--- src/design/ech_pkg.sv ---
// Shared types and constants for the event cut charge histogram unit.
package ech_pkg;

    localparam int CHARGE_W   = 20;
    localparam int CHANNEL_W  = 8;
    localparam int NOISE_W    = 12;
    localparam int BASELINE_W = 18;
    localparam int WINDOW_W   = 16;
    localparam int SELECT_W   = 8;
    localparam int HIT_W      = 8;
    localparam int RESULT_W   = 32;
    localparam int ADDR_W     = 13;
    localparam int CFG_IDX_W  = 3;
    localparam int CFG_DATA_W = 20;

    localparam int DEF_NUM_BINS    = 200;
    localparam int DEF_BIN_WIDTH   = 800;
    localparam int DEF_COUNT_WIDTH = 32;

    localparam logic [CFG_IDX_W-1:0] CFG_WANTED_CHANNEL  = 3'd0;
    localparam logic [CFG_IDX_W-1:0] CFG_NOISE_LIMIT     = 3'd1;
    localparam logic [CFG_IDX_W-1:0] CFG_BASELINE_CENTER = 3'd2;
    localparam logic [CFG_IDX_W-1:0] CFG_BASELINE_WINDOW = 3'd3;
    localparam logic [CFG_IDX_W-1:0] CFG_HIST_LOW        = 3'd4;

    localparam logic [CHANNEL_W-1:0]  RST_WANTED_CHANNEL  = 8'd3;
    localparam logic [NOISE_W-1:0]    RST_NOISE_LIMIT     = 12'd109;
    localparam logic [BASELINE_W-1:0] RST_BASELINE_CENTER = 18'd56800;
    localparam logic [WINDOW_W-1:0]   RST_BASELINE_WINDOW = 16'd80;
    localparam logic [CHARGE_W-1:0]   RST_HIST_LOW        = 20'hF8300;

    localparam logic CMD_EVENT = 1'b0;
    localparam logic CMD_READ  = 1'b1;

    typedef struct packed {
        logic                         command;
        logic [CHANNEL_W-1:0]         channel;
        logic signed [CHARGE_W-1:0]   charge;
        logic [NOISE_W-1:0]           noise;
        logic [BASELINE_W-1:0]        baseline;
        logic [SELECT_W-1:0]          bin_select;
    } ech_in_t;

    typedef struct packed {
        logic                 accepted;
        logic [HIT_W-1:0]     bin_hit;
        logic [RESULT_W-1:0]  bin_count;
    } ech_out_t;

    typedef struct packed {
        logic [CHANNEL_W-1:0]        wanted_channel;
        logic [NOISE_W-1:0]          noise_limit;
        logic [BASELINE_W-1:0]       baseline_center;
        logic [WINDOW_W-1:0]         baseline_window;
        logic signed [CHARGE_W-1:0]  hist_low;
    } ech_cfg_t;

    // One operation handed from the front to the back
    typedef struct packed {
        logic               rd;     // read back a bin
        logic               ok;     // bin address is inside the store
        logic               acc;    // counted event: increment the bin
        logic [ADDR_W-1:0]  bin;
    } ech_op_t;

endpackage

--- src/design/ech_queue.sv ---
// Two-entry queue of operations between the front and the back.
module ech_queue (
    input  logic             clk,
    input  logic             rst_n,
    input  logic             push,
    input  ech_pkg::ech_op_t wdata,
    output logic             full,
    input  logic             pop,
    output ech_pkg::ech_op_t rdata,
    output logic             empty
);

    import ech_pkg::*;

    ech_op_t    slot_reg [2];
    logic       wr_ptr_reg, rd_ptr_reg;
    logic [1:0] fill_reg;

    assign full  = (fill_reg == 2'd2);
    assign empty = (fill_reg == 2'd0);
    assign rdata = slot_reg[rd_ptr_reg];

    always_ff @(posedge clk or negedge rst_n)
    begin
        if (!rst_n)
        begin
            wr_ptr_reg <= 1'b0;
            rd_ptr_reg <= 1'b0;
            fill_reg   <= 2'd0;
        end
        else
        begin
            if (push)
            begin
                wr_ptr_reg <= ~wr_ptr_reg;
            end
            if (pop)
            begin
                rd_ptr_reg <= ~rd_ptr_reg;
            end
            fill_reg <= fill_reg + {1'b0, push} - {1'b0, pop};
        end
    end

    always_ff @(posedge clk)
    begin
        if (push)
        begin
            slot_reg[wr_ptr_reg] <= wdata;
        end
    end

endmodule

--- config.mk ---
export PLATFORM = sky130hd
export DESIGN_NAME = ech_queue
export DESIGN_NICKNAME = d
export VERILOG_FILES = /design/src/design/ech_pkg.sv /design/src/design/ech_queue.sv
export SDC_FILE = /design/constraint.sdc
export NUM_CORES = 1
export LEC_CHECK = 0
export ABC_AREA = 1
export ABC_CLOCK_PERIOD_IN_PS = 2800
export BUFFER_PORTS_ARGS = -buffer_cell sky130_fd_sc_hd__buf_4
export CORE_MARGIN = 2
export CORE_UTILIZATION = 50
export CTS_CLUSTER_SIZE = 30
export DETAILED_ROUTE_END_ITERATION = 8
export PLACE_DENSITY = 0.84
export RECOVER_POWER = 100
export SLEW_MARGIN = 25
export SYNTH_ARGS = -nofsm -noshare
export SYNTH_HDL_FRONTEND = slang
export SYNTH_SLANG_ARGS = --single-unit
--- constraint.sdc ---
create_clock -name clk -period 2.8 [get_ports clk]
set_input_delay 0.84 -clock clk [delete_from_list [all_inputs] [get_ports clk]]
set_output_delay 0.84 -clock clk [all_outputs]
set_load 0.02 [all_outputs]
## Word level (Yosys, flattened, before mapping)

Memory sizes are Yosys's and may differ from the RTL's.
Cells that the tools add are included.

| storage, ports and cells | value |
|---|---|
| output and inout port bits | 18 |
| bits in writable memories | 32 |
| bits in registers | 4 |
| logic and storage cells | 12 |
| input bits | 20 |
| memories kept | 1 |

Memories:

| memory | words | width | rd ports | clocked after memory_dff | write ports | line | source |
|---|---|---|---|---|---|---|---|
| slot_reg | 2 | 16 | 1 | 0 | 1 | ech_queue.sv:15 | `ech_op_t slot_reg [2];` |

| operators by class | value |
|---|---|
| add/subtract/negate cells | 2 |
| reductions and logical operators | 1 |
| mux-type cells | 2 |
| eq/ne operators | 1 |
| bitwise operators | 2 |

Operators with widths:

| cell | count |
|---|---|
| $add 2x1->2 | 1 |
| $eq 2x2->1 const B | 1 |
| $logic_not 2->1 | 1 |
| $mux 1 | 2 |
| $not 1->1 | 2 |
| $sub 2x1->2 | 1 |

## Longest topological paths before layout

Gate-level depths: netlist of the first run.

| logic depth | value |
|---|---|
| word-level depth | 2 |
| depth in mapped cells | 7 |
| gate-level depth less buffers | 7 |

## Worst setup path after synthesis of the first run

OpenSTA, ideal clock, no wires.

| timing path | value |
|---|---|
| path kind | input -> register |
| start point | in push |
| end point | mem slot_reg[0][0] (netlist name) (enable) |
| setup slack | 0.850 ns |
| data arrival time | 1.562 ns |
| library setup time | 0.389 ns |
| buffers on the path | 0 |
| data required time | 2.411 ns |
| stages on the path | 2 |
| path through | inv_1 nor2_1 |

| between the ends | value |
|---|---|
| cells in the longest elaborated chain, start to end | 2 |

RTL lines:

| item | line | source |
|---|---|---|
| from (decl) | ech_queue.sv:5 | `input logic push,` |
| $mux 1 | ech_queue.sv:47 | `if (push)` |
| $mux 1 (implied by the code) | ech_queue.sv:49 | `slot_reg[wr_ptr_reg] <= wdata;` |
| to (decl) | ech_queue.sv:15 |  |

No other way between the ends.

==> results.md, run 1 <==
- Syn avg cell area: 13.61 um^2
- Initial drt markers: 34
- Total Routing Usage GR: 0.1526
- Worst Path Required: 1.96 ns
- Postcts setup bufs: 0
- CTS H-tree depth: 2
- Slew Limit Fails: 0
- Area of the multi-input gates: 274.0 um^2
- Unrepaired setup endpoints after global routing: no
- Clk Latency, worst-skew pair: 0.33 ns
- CP endpoint kind: output port
- Slew Limit Headroom: 0.5835
- Commonest non-fill, non-tap cell in the layout: edfxtp_1
- R2R setup slack: 1.06 ns
- YS warnings: 0
- First-pass GRT wire length: 3677 um
- R2R depth: 2
- Worst Setup Start Kind: flop
- Buf/Inv on CP: 2
- # DRC: 0
- Sequential fraction of design power: 0.468
- FILL cells: 256
- Most frequent cells in the layout: 32 x edfxtp_1, 25 x clkbuf_1, 23 x inv_1
- Largest register FFs: 32
- Max FO, Critical Path: 22
- Antenna Nets Post-Route: 0
- CTS tree: done
- Post-DP HPWL: 1697 um
- Logic gate share of total power: 0.385
- Crit-path cells: buf_12 > nand2_1 > o21ai_0 > clkbuf_1
- Final total power: 1.684 mW
- Area grow syn2layout: 15.85%
- Final setup fails: 0
- Synth Cell Area: 0.001484 mm^2
- Hold Path Class: primary input to async pin
- Post-CTS sizing: 0
- Drt total wl: 2235 um
- Via density: 4.825
- VDD IR max: 659.7 uV
- Clk pin slew, worst setup/hold paths: 0.11 ns
- Worst slew pin tran: 0.6240 ns
- Critical Setup Path Class: flop to output port
- Clk_skew: 0.009295 ns
- CP delay by family, top: flip-flops
- #FFs+latches synth: 36
- Rows: 19
- Yosys cell types: 12
- Status: complete, no violations
- Post-Route Utilization: 0.6181
- Post-cts hold buffer count: 0
- Placeable Area: 0.002781 mm^2
- Final WS setup: 0.3394 ns
- P_int: 1.015 mW
- Die Y: 58.48 um
- GP Congestion: 0.6540
- Final Hold Viols: 0
- Slowest cell delay on critical path: 0.64 ns
- Antenna Cells: 0
- Post-route minimum period: 2.461 ns
- Pin count of the biggest net entering global routing: 23
- Wire per inst: 12.21 um
- Clk network pwr share: 0.147
- Pleak: 0.7195 nW
- Ports: 38
- Initial antenna violation count: 0
- Vias in the first global route: 890
- P_sw: 0.6691 mW
- Clk buf depth: 2
- CTS Sinks: 36
- R2R Path End: slot_reg[0][6]
- Via count: 883
- Die area: 0.003419 mm^2
- Critical path data arrival time: 1.62 ns
- Setup WS pre-CTS: 0.7586 ns
- Fin nets: 173
- First drt pass iteration count: 4
- Register Area: 0.001061 mm^2
- Fmax: 0.4064 GHz
- Final setup TNS: 0 ns
- Layout cells sized above 1: 0.2237
- CTS buffer count: 5
- Max cap viols: 0
- I/O Buffers: 37
- Mapped Cells: 109
- Switching Fraction: 0.3973
- Clk root buf: clkbuf_4
- Initial Util: 0.5335
- Fin crit share: 0.8788
- PD cells: 979.6 mW/mm^2
- GRT Residual Overflow: 0
- Die width: 58.48 um
- Slowest CP cell: dfrtp_1
- Syn nets: 131
- Reg2reg start: wr_ptr_reg
- Sequential-to-total area share from yosys stat: 0.7150
==> per-layer routing <==
metal  part of all wire  wire length (um)  GRT usage
met1               0.40               883     0.1543
met2               0.50              1108     0.2648
met3              0.082               184    0.06593
met4              0.026                59    0.07973
met5                  0                 0          0
==> worst max path at each step <==
stage                     from              to  slack (ns)  depth (start not counted)
floorplan                 push  slot_reg[0][0]        0.85                          2
global placement    rd_ptr_reg       rdata[15]        0.79                          4
detailed placement  rd_ptr_reg       rdata[15]        0.76                          4
CTS                 rd_ptr_reg       rdata[15]        0.36                          4
global route        rd_ptr_reg       rdata[15]        0.21                          4
finish              rd_ptr_reg       rdata[15]        0.34                          4
==> power groups by stage <==
stage	combinational (mW)	clock (mW)	sequential, mW
6_report	0.648	0.248	0.788
5_1_grt	0.725	0.289	0.801
4_1_cts	0.782	0.258	0.790
3_5_place_dp	0.778	0	0.802
3_3_place_gp	0.756	0	0.795
2_1_floorplan	0.581	0	0.764
==> cell usage after synthesis <==
cell      instances  share of area
edfxtp_1         32           0.65
o21ai_2          14          0.083
nor2_1            3         0.0076
buf_12            2          0.027
nand2_1          22          0.056
o21ai_0           2         0.0067
buf_6             2          0.015
xor2_1            2          0.012
inv_1            23          0.058
ha_1              2          0.017
nand3_1           1         0.0034
dfrtp_1           4          0.067
==> final cells by class <==
cell class / count / area share
flip-flops and latches: 36 / 0.6172
multi-input cells: 46 / 0.1594
repair buffers: 39 / 0.1208
inverters: 23 / 0.05022
well taps: 31 / 0.02256
clock buffers: 5 / 0.02183
clock inverters: 3 / 0.008006
==> cells by family after synthesis <==
kind of cell    share of synthesized area
flops                              0.7150
xor+xnor                          0.01181
fa+ha+maj                         0.01686
simple gates                      0.06661
compound gates                    0.08938
buf+inv                            0.1003
==> through the flow <==
step	instance area (um^2)	instances	hold slack, ns
5_1_grt	1719	183	0.3153
3_5_place_dp	1765	175	0.4965
3_3_place_gp	1765	175	0.4799
6_report	1719	183	0.3312
2_1_floorplan	1484	109	0.4634
4_1_cts	1817	183	0.2654
Power figures use the tool's default switching activity.
==> inputs of run 2 (changes only) <==
--- a/config.mk
+++ b/config.mk
@@ -12,7 +12,7 @@
 export CORE_UTILIZATION = 50
 export CTS_CLUSTER_SIZE = 30
 export DETAILED_ROUTE_END_ITERATION = 8
-export PLACE_DENSITY = 0.84
+export PLACE_DENSITY = 0.76
 export RECOVER_POWER = 100
 export SLEW_MARGIN = 25
 export SYNTH_ARGS = -nofsm -noshare
==> results.md, run 2 (synthesis results as in run 1) <==
- Die area: 0.003419 mm^2
- Pleak: 0.7239 nW
- Slew Limit Headroom: 0.5202
- Initial drt markers: 19
- Met3 GRT Util: 0.04835
- Clk pin slew, worst setup/hold paths: 0.11 ns
- Postcts setup bufs: 0
- GRT Residual Overflow: 0
- Clk buf depth: 2
- CTS Sinks: 36
- Fin nets: 173
- VDD IR max: 656.3 uV
- First drt pass iteration count: 3
- Post-cts hold buffer count: 0
- Post-Route Utilization: 0.6185
- Drt total wl: 2264 um
- Final setup fails: 0
- Post-DP HPWL: 1645 um
- CTS buffer count: 5
- Wire per inst: 12.37 um
- Via count: 885
- Vias in the first global route: 878
- Die width: 58.48 um
- Top Usage Layer GRT: met2
- Antenna Nets Post-Route: 0
- Logic gate share of total power: 0.374
- Clk root buf: clkbuf_4
- GP Congestion: 0.6756
- Slew Limit Fails: 0
- Fmax: 0.3943 GHz
- Reg2reg start: wr_ptr_reg
- Post-route minimum period: 2.536 ns
- Initial antenna violation count: 0
- I/O Buffers: 37
- Via density: 4.836
- CP endpoint kind: output port
- Final setup TNS: 0 ns
- Fin crit share: 0.9058
- Worst Setup Start Kind: flop
- Clk_skew: 0.01160 ns
- Largest register FFs: 32
- # DRC: 0
- Area grow syn2layout: 15.94%
- Met1 usage: 0.1850
- Post-CTS sizing: 0
- R2R setup slack: 1.06 ns
- CTS H-tree depth: 2
- Min Hold Slack: 0.3061 ns
- Critical Setup Path Class: flop to output port
- Switching Fraction: 0.3962
- Clk Latency, worst-skew pair: 0.34 ns
- PD cells: 984.9 mW/mm^2
- Max cap viols: 0
- Initial Util: 0.5335
- Total Routing Usage GR: 0.1566
- Layout cells sized above 1: 0.2368
- Ports: 38
- P_int: 1.023 mW
- Final Hold Viols: 0
- Unrepaired setup endpoints after global routing: no
- Sequential fraction of design power: 0.460
- Clk network pwr share: 0.166
- Max FO, Critical Path: 25
- First-pass GRT wire length: 3753 um
- Worst slew pin tran: 0.7197 ns
- Met2 Use GR: 0.2488
- Pin count of the biggest net entering global routing: 26
- Antenna Cells: 0
- Status: complete, no violations
- Final total power: 1.694 mW
- R2R Path End: slot_reg[0][8]
- Most frequent cells in the layout: 32 x edfxtp_1, 25 x clkbuf_1, 23 x inv_1
- Rows: 19
- Hold Path Class: primary input to async pin
- P_sw: 0.6713 mW
- Worst Path Required: 1.96 ns
- R2R depth: 2
- CTS tree: done
- Critical path data arrival time: 1.70 ns
- Die Y: 58.48 um
- Commonest non-fill, non-tap cell in the layout: edfxtp_1
- Placeable Area: 0.002781 mm^2
-- run 2: cell count changes in the layout (fill, tap and decap cells not counted), sizes merged --
cell	delta
clkbuf	+2
clkinv	-1
buf	-1
-- run 2: power groups by stage --
stage / sequential (mW) / combinational (mW) / clock, mW
finish: 0.779 / 0.634 / 0.281
global route: 0.794 / 0.704 / 0.310
floorplan: 0.764 / 0.581 / 0
global placement: 0.786 / 0.746 / 0
detailed placement: 0.793 / 0.769 / 0
CTS: 0.780 / 0.771 / 0.291
-- run 2: worst max-delay path: stages (launching register included) --
cell      delay (ns)
dfrtp_1         0.54
buf_4           0.37
nand2_1         0.09
o21ai_0         0.09
clkbuf_1        0.26
-- run 2: worst max-delay path by stage --
stage | end | slack (ns) | cells past startpoint | start
3_5_place_dp | rdata[0] | 0.70 | 4 | rd_ptr_reg
3_3_place_gp | rdata[0] | 0.74 | 4 | rd_ptr_reg
6_report | rdata[0] | 0.26 | 4 | rd_ptr_reg
2_1_floorplan | slot_reg[0][0] | 0.85 | 2 | push
4_1_cts | rdata[0] | 0.30 | 4 | rd_ptr_reg
5_1_grt | rdata[0] | 0.09 | 4 | rd_ptr_reg
-- run 2: cell type report --
cell class	instances	area (um^2)
Sequential cell	36	1061
Fill cell	254	1061
Multi-Input combinational cell	46	274.0
Timing Repair Buffer	39	198.9
Inverter	23	86.33
Clock buffer	6	51.30
Tap cell	31	38.79
Clock inverter	2	10.01
-- run 2: layer usage --
layer	up-vias	share of wire
li1	447	-
met1	403	0.42
met2	29	0.49
met3	6	0.067
met4	0	0.023
met5	-	0
-- run 2: metrics by stage --
stage               cell area (um^2)  cells  setup WS, ns
finish                          1720    183        0.2637
global route                    1720    183       0.09419
CTS                             1814    183        0.3024
floorplan                       1484    109        0.8497
global placement                1753    175        0.7430
detailed placement              1753    175        0.7034
==> inputs of run 3 (changes only) <==
--- a/config.mk
+++ b/config.mk
@@ -8,12 +8,14 @@
 export ABC_AREA = 1
 export ABC_CLOCK_PERIOD_IN_PS = 2800
 export BUFFER_PORTS_ARGS = -buffer_cell sky130_fd_sc_hd__buf_4
+export CORE_ASPECT_RATIO = 1.4
 export CORE_MARGIN = 2
 export CORE_UTILIZATION = 50
 export CTS_CLUSTER_SIZE = 30
 export DETAILED_ROUTE_END_ITERATION = 8
 export PLACE_DENSITY = 0.76
 export RECOVER_POWER = 100
+export SETUP_SLACK_MARGIN = 0.02
 export SLEW_MARGIN = 25
 export SYNTH_ARGS = -nofsm -noshare
 export SYNTH_HDL_FRONTEND = slang
==> results.md, run 3 (synthesis results as in run 1) <==
- Status: complete, no violations
- I/O Buffers: 37
- Post-CTS sizing: 0
- Fin nets: 173
- Final std cells w/o fill: 189
- R2R setup slack: 1.24 ns
- First-pass GRT wire length: 3498 um
- Total Routing Usage GR: 0.1494
- GRT Residual Overflow: 0
- Largest register FFs: 32
- Final setup fails: 0
- Antenna Cells: 0
- Clk_skew: 0.005783 ns
- Clk pin slew, worst setup/hold paths: 0.07 ns
- Die area: 0.003426 mm^2
- CTS Sinks: 36
- # DRC: 0
- PD cells: 1010 mW/mm^2
- Vias in the first global route: 853
- FILL cells: 245
- Die Y: 68.46 um
- Area grow syn2layout: 19.31%
- Clk Latency, worst-skew pair: 0.28 ns
- CTS H-tree depth: 2
- Final WS setup: 0.4364 ns
- Commonest non-fill, non-tap cell in the layout: edfxtp_1
- Via count: 867
- Rows: 23
- Postcts setup bufs: 0
- VDD IR max: 631.0 uV
- Post-DP HPWL: 1608 um
- Pin count of the biggest net entering global routing: 33
- Setup WS pre-CTS: 0.7774 ns
- Initial Util: 0.5209
- Final Hold Viols: 0
- Final setup TNS: 0 ns
- Layout cells sized above 1: 0.2566
- Unrepaired setup endpoints after global routing: no
- Post-route minimum period: 2.364 ns
- Fmax: 0.4231 GHz
- Max cap viols: 0
- Critical Setup Path Class: flop to output port
- Clk root buf: clkbuf_8
- Slew Limit Headroom: 0.4129
- Placeable Area: 0.002849 mm^2
- CP endpoint kind: output port
- Slew Limit Fails: 0
- Critical path data arrival time: 1.52 ns
- Die width: 50.04 um
- Pleak: 0.7474 nW
- Worst slew pin tran: 0.8807 ns
- Worst Path Required: 1.96 ns
- Via density: 4.587
- Most frequent cells in the layout: 32 x edfxtp_1, 23 x inv_1, 22 x nand2_1, 22 x clkbuf_1, 15 x clkbuf_4
- Post-cts hold buffer count: 0
- Clk buf depth: 2
- Hold Path Class: primary input to async pin
- First drt pass iteration count: 4
- Drt total wl: 2180 um
- Initial drt markers: 23
- GP Congestion: 0.6537
- CTS tree: done
- CTS buffer count: 5
- R2R depth: 2
- Worst Setup Start Kind: flop
- Reg2reg start: wr_ptr_reg
- Max FO, Critical Path: 32
- Area of the multi-input gates: 274.0 um^2
- Final total power: 1.788 mW
- Fin crit share: 0.8442
- Ports: 38
- Antenna Nets Post-Route: 0
- Wire per inst: 11.53 um
- Min Hold Slack: 0.3623 ns
- Initial antenna violation count: 0
- Register Area: 0.001061 mm^2
- R2R Path End: slot_reg[0][14]
- Placed Cells incl. Taps: 181
run 3: how the worst max path moves through the flow:
stage          slack [ns]        from        endpoint
2_1_floorplan        0.85        push  slot_reg[0][0]
3_3_place_gp         0.90  rd_ptr_reg       rdata[15]
3_5_place_dp         0.78  rd_ptr_reg       rdata[15]
4_1_cts              0.46  rd_ptr_reg       rdata[15]
5_1_grt              0.31  rd_ptr_reg       rdata[15]
6_report             0.44  rd_ptr_reg       rdata[15]
run 3: critical path, cell delays in order, from the launching register on:
cell and delay (ns):
dfrtp_1 0.37, buf_4 0.36, nand2_1 0.09, o21ai_0 0.13, clkbuf_1 0.28
run 3: metal layers:
| layer | GRT usage | wire, um | vias up |
|---|---|---|---|
| met1 | 0.1350 | 747 | 391 |
| met4 | 0.09375 | 51 | 0 |
| li1 | - | - | 441 |
| met2 | 0.2714 | 1237 | 30 |
| met3 | 0.06332 | 144 | 5 |
| met5 | 0 | 0 | - |
run 3: cell type report:
| cell class | count | share of cell area |
|---|---|---|
| multi-input combinational | 46 | 0.1548 |
| sequential | 36 | 0.5993 |
| timing repair buffer | 39 | 0.1187 |
| clock buffer | 6 | 0.04664 |
| clock inverter | 2 | 0.005654 |
| tap | 37 | 0.02615 |
| inverter | 23 | 0.04876 |
run 3: through the flow:
| stage | cell area [um^2] | util |
|---|---|---|
| finish | 1770 | 0.6214 |
| global route | 1770 | 0.6214 |
| floorplan | 1484 | - |
| detailed placement | 1760 | 0.6179 |
| CTS | 1853 | 0.6504 |
| global placement | 1760 | 0.6179 |
run 3: power by group:
group / total, mW / internal [mW] / switching, mW
logic: 0.660 / 0.190 / 0.470
registers: 0.763 / 0.723 / 0.0402
clock network: 0.365 / 0.196 / 0.169
